### config.mk
export PLATFORM = sky130hd
export DESIGN_NAME = ccacc_cmac
export DESIGN_NICKNAME = d
export VERILOG_FILES = /design/src/rtl/ccacc_pkg.sv /design/src/rtl/ccacc_cmac.sv
export SDC_FILE = /design/constraint.sdc
export NUM_CORES = 2
export LEC_CHECK = 0
export BUFFER_PORTS_ARGS = -buffer_cell sky130_fd_sc_hd__clkbuf_2
export CORE_ASPECT_RATIO = 0.5
export CORE_MARGIN = 4
export CORE_UTILIZATION = 40
export DETAILED_ROUTE_END_ITERATION = 10
export PLACE_DENSITY = 0.62
export REMOVE_ABC_BUFFERS = 1
export SLEW_MARGIN = 20
export SYNTH_ARGS = -nofsm -noshare
export SYNTH_HDL_FRONTEND = slang
export SYNTH_SLANG_ARGS = --single-unit
### constraint.sdc
create_clock -name clk -period 6.1 [get_ports clk]
set_input_delay 0.305 -clock clk [delete_from_list [all_inputs] [get_ports clk]]
set_output_delay 0.305 -clock clk [all_outputs]
set_load 0.01 [all_outputs]
### src/rtl/ccacc_pkg.sv
// shared constants and codes for the cross-correlator accumulator
package ccacc_pkg;

  localparam int MAX_STATIONS_DEF = 64;
  localparam int SAMPLE_BITS_DEF  = 16;
  localparam int ACC_BITS_DEF     = 64;

  localparam int STATION_W  = 6;
  localparam int SAMPLE_IN_W = 16;
  localparam int VIS_W      = 64;
  localparam int NUM_ST_W   = 7;
  localparam int CFG_AW     = 3;
  localparam int CFG_DW     = 32;
  localparam int IN_DATA_W  = 80;
  localparam int OUT_DATA_W = 128;

  localparam logic [NUM_ST_W-1:0] NUM_STATIONS_RST = 7'd64;

  // register index taken from paddr[2]
  localparam logic REG_NUM_STATIONS = 1'b0;

  localparam logic [1:0] OP_SAMPLE = 2'd0;
  localparam logic [1:0] OP_READ   = 2'd1;
  localparam logic [1:0] OP_CLEAR  = 2'd2;

endpackage

### src/rtl/ccacc_cmac.sv
// shared complex multiply-accumulate unit with saturating add
module ccacc_cmac import ccacc_pkg::*; #(
  parameter int SAMPLE_BITS = SAMPLE_BITS_DEF,
  parameter int ACC_BITS    = ACC_BITS_DEF
) (
  input  logic                       clk,
  input  logic signed [SAMPLE_BITS-1:0] ar,
  input  logic signed [SAMPLE_BITS-1:0] ai,
  input  logic signed [SAMPLE_BITS-1:0] br,
  input  logic signed [SAMPLE_BITS-1:0] bi,
  input  logic signed [ACC_BITS-1:0]    acc_re,
  input  logic signed [ACC_BITS-1:0]    acc_im,
  output logic signed [ACC_BITS-1:0]    sum_re,
  output logic signed [ACC_BITS-1:0]    sum_im
);

  localparam int PW = 2*SAMPLE_BITS;
  localparam int DW = PW + 1;

  logic signed [PW-1:0] p_rr_r, p_ii_r, p_ir_r, p_ri_r;
  logic signed [DW-1:0] d_re_r, d_im_r;

  // stage 1: four partial products, stage 2: real and imaginary sums
  always_ff @(posedge clk) begin
    p_rr_r <= ar * br;
    p_ii_r <= ai * bi;
    p_ir_r <= ai * br;
    p_ri_r <= ar * bi;
    d_re_r <= DW'(p_rr_r) + DW'(p_ii_r);
    d_im_r <= DW'(p_ir_r) - DW'(p_ri_r);
  end

  function automatic logic signed [ACC_BITS-1:0] sat_add(
    input logic signed [ACC_BITS-1:0] a,
    input logic signed [DW-1:0]       d
  );
    logic signed [ACC_BITS:0] s;
    logic signed [ACC_BITS-1:0] r;
    s = (ACC_BITS+1)'(a) + (ACC_BITS+1)'(d);
    if (s[ACC_BITS] != s[ACC_BITS-1]) begin
      r = s[ACC_BITS] ? {1'b1, {(ACC_BITS-1){1'b0}}} : {1'b0, {(ACC_BITS-1){1'b1}}};
    end else begin
      r = s[ACC_BITS-1:0];
    end
    return r;
  endfunction

  assign sum_re = sat_add(acc_re, d_re_r);
  assign sum_im = sat_add(acc_im, d_im_r);

endmodule

==> metrics <==
Netlist cell types 86; Num CTS Buffers 17; hpwl dp 131,000 um; crit-path max FO 9; Final WS setup 0.223 ns; Core Rows 95; DR top layer met4; first-pass GRT wire length approximately 240,000 um; status complete, no violations; fin. max-slew vios 0; number of synthesis warnings 0; DIE HEIGHT between 200 and 300 um; DRC 0; clock sink total 194; Cells after Synth about 6.2k; Hold Vio Cnt, Final 0; drt pass-1 iters 5; met2 routed WL around 68,000 um; XOR/XNOR Fraction of Synth Area 5.11%; Core Util, Final 46.7%; most frequent cells in the layout inv_1, fa_1, nand2_1; vias in the first global route 44.9k; Final setup viols 0; WS Path Type primary input to flop; dpl ws -0.598 ns; Final period util 96.3%; Synth-to-Final Area Change 15.8%; clock buffer depth 2; io pins around 320; Worst setup EP type flop; CTS tree done; complex-gate fraction of the synthesized area 11.2%; clock root buffer clkbuf_16; Slew headroom 8.80%; Worst Hold Class primary input to flop; Top FF cell, synth dfxtp_1; Post-DP Area 61,900 um^2; fin nets roughly 8.6k; Post-Syn Area 54,300 um^2; crit path DAT between 6 and 7 ns; Routability Congestion 0.925; drt wl/cell 17.2 um; CP Data Required Time 6.57 ns; Syn Area/Cell slightly below 9 um^2; worst slew pin tran 1.35 ns; Met1 Routed Length 69,300 um; pin count of the biggest net entering global routing 46; sequential share of the synthesized area 7.15%; commonest non-fill, non-tap cell in the layout inv_1; Worst Skew about 0.019 ns; Routed Antenna Nets 0; drt initial violations 2,720; Final min period 5.88 ns; WL met3 roughly 8900 um; Synth Area in Adders 50.9%; synthesized flop and latch total between 150 and 200; Clk Latency, worst-skew pair ~0.53 ns; Die Area 142,000 um^2; initial core utilization 40.4%; Die Wd 529 um; GRT overflow 0; hold_buf cts 0; IO buf count 320; H-Tree Depth 4; via count 43.6k; share of cells above drive strength 1 between 10 and 15%; CORE AREA 135,000 um^2; post-synthesis mux area share less than 1%; initial antenna violation count 11; WL final roughly 150,000 um; Post-synth EDFFs 0; FMAX around 0.17 GHz; Vias/cell slightly above 5; clock-pin transition on the worst setup and hold timing paths 0.10 ns; design area between 60,000 and 70,000 um^2; post-synthesis simple-gate area fraction 15.0%; max-cap violations 0; Post-synth ARST share 0%; largest family of logic cells by synthesized area adder cells; RSZ-0062 raised after global routing true; gr usage total a little over a fifth; Filler cells 13.1k; Startpoint Class primary input; Hold WS 0.390 ns
==> critical path, cell delays in order <==
cell,delay (ns)
clkbuf_2,0.15
buf_4,0.20
and2_1,0.19
fa_1,0.54
inv_1,0.05
fa_1,0.45
fa_1,0.51
inv_1,0.06
fa_1,0.50
fa_1,0.49
inv_1,0.05
fa_1,0.49
inv_1,0.05
ha_1,0.31
and3_1,0.24
nand3_1,0.10
nand2_1,0.09
a311oi_2,0.27
buf_4,0.16
o31a_1,0.26
o221ai_2,0.18
o31a_1,0.28
o21a_1,0.18
nor2_1,0.11
xnor2_1,0.12
==> path summary, 6_finish.rpt <==
| kind | startpoint | endpoint | slack [ns] | cells after the start |
|---|---|---|---|---|
| setup / recovery | bi[4] | p_ri_r[31]$_DFF_P_ | 0.22 | 25 |
| setup reg to reg | p_rr_r[0]$_DFF_P_ | d_re_r[32]$_DFF_P_ | 1.28 | 14 |
| hold reg to reg | p_ii_r[0]$_DFF_P_ | d_re_r[0]$_DFF_P_ | 0.44 | 1 |
| hold / removal | ai[0] | p_ir_r[0]$_DFF_P_ | 0.39 | 4 |
==> layer usage <==
metal,global-route usage (%),up-vias
met2,34.6,1129
met4,5.01,0
met3,3.02,137
met1,30.8,21708
li1,-,20595
met5,0,-
==> state kept, by name, summed over array words and instances, names as in the netlist <==
name    count
d_re_r     33
p_ri_r     32
p_rr_r     32
p_ir_r     32
d_im_r     33
p_ii_r     32
==> layout make-up <==
type,instances,area (um^2),share of cell area (%)
inverters,1271,4770,7.58
flip-flops and latches,194,3880,6.17
clock buffers,17,425,0.676
clock inverters,15,239,0.380
multi-input cells,4484,44800,71.3
diodes,11,27.5,0.0438
repair buffers,879,6480,10.3
well taps,1794,2240,3.57
==> logic make-up after synthesis <==
| family | Yosys count |
|---|---|
| simple gates | 1627 |
| fa+ha+maj | 1580 |
| buf+inv | 1532 |
| compound gates | 961 |
| xor+xnor | 315 |
| flops | 194 |
| mux | 1 |
==> Yosys cell counts, drive strengths merged (5+ instances only) <==
master | count | area, um^2
nor3 | 50 | 262
buf | 21 | 115
a31o | 11 | 96.3
a31oi | 23 | 144
o211ai | 17 | 148
a211oi | 19 | 143
inv | 1271 | 4770
nand2b | 51 | 319
maj3 | 8 | 80.1
o21bai | 45 | 338
a41oi | 9 | 93.8
and4 | 8 | 70.1
o2111ai | 6 | 52.6
nand3 | 57 | 285
o21a | 44 | 330
or2 | 12 | 75.1
o221ai | 5 | 43.8
a21o | 157 | 1180
and2 | 512 | 3200
a2111oi | 10 | 114
xor2 | 100 | 876
nor4 | 6 | 37.5
and3 | 40 | 250
nand4 | 39 | 244
nand2 | 603 | 2270
dfxtp | 194 | 3880
xnor2 | 215 | 1900
nor2 | 176 | 663
o21ai | 178 | 895
a221oi | 7 | 61.3
nor2b | 33 | 206
o31a | 6 | 52.6
or3 | 22 | 138
a311oi | 6 | 52.6
clkbuf | 240 | 901
a21boi | 7 | 52.6
or4 | 5 | 37.5
ha | 520 | 6510
a21oi | 363 | 1830
fa | 1052 | 21100
o31ai | 10 | 75.1
==> per-stage QoR <==
stage	TNS (ns)	cells
floorplan	-0.250	5949
global placement	-8.26	8617
global route	-0.0626	8661
finish	0	8665
detailed placement	-10.21	8617
CTS	0	8649
==> what timing repair did <==
item                       in CTS  in global routing
cloned                          0                  2
buffers inserted                0                  3
pin swaps                       1                 10
setup endpoints to repair       2                 21
resized for setup               4                 81
Power is not shown: default switching activity piles up to over one toggle a cycle in this logic, so the estimate is an artifact.
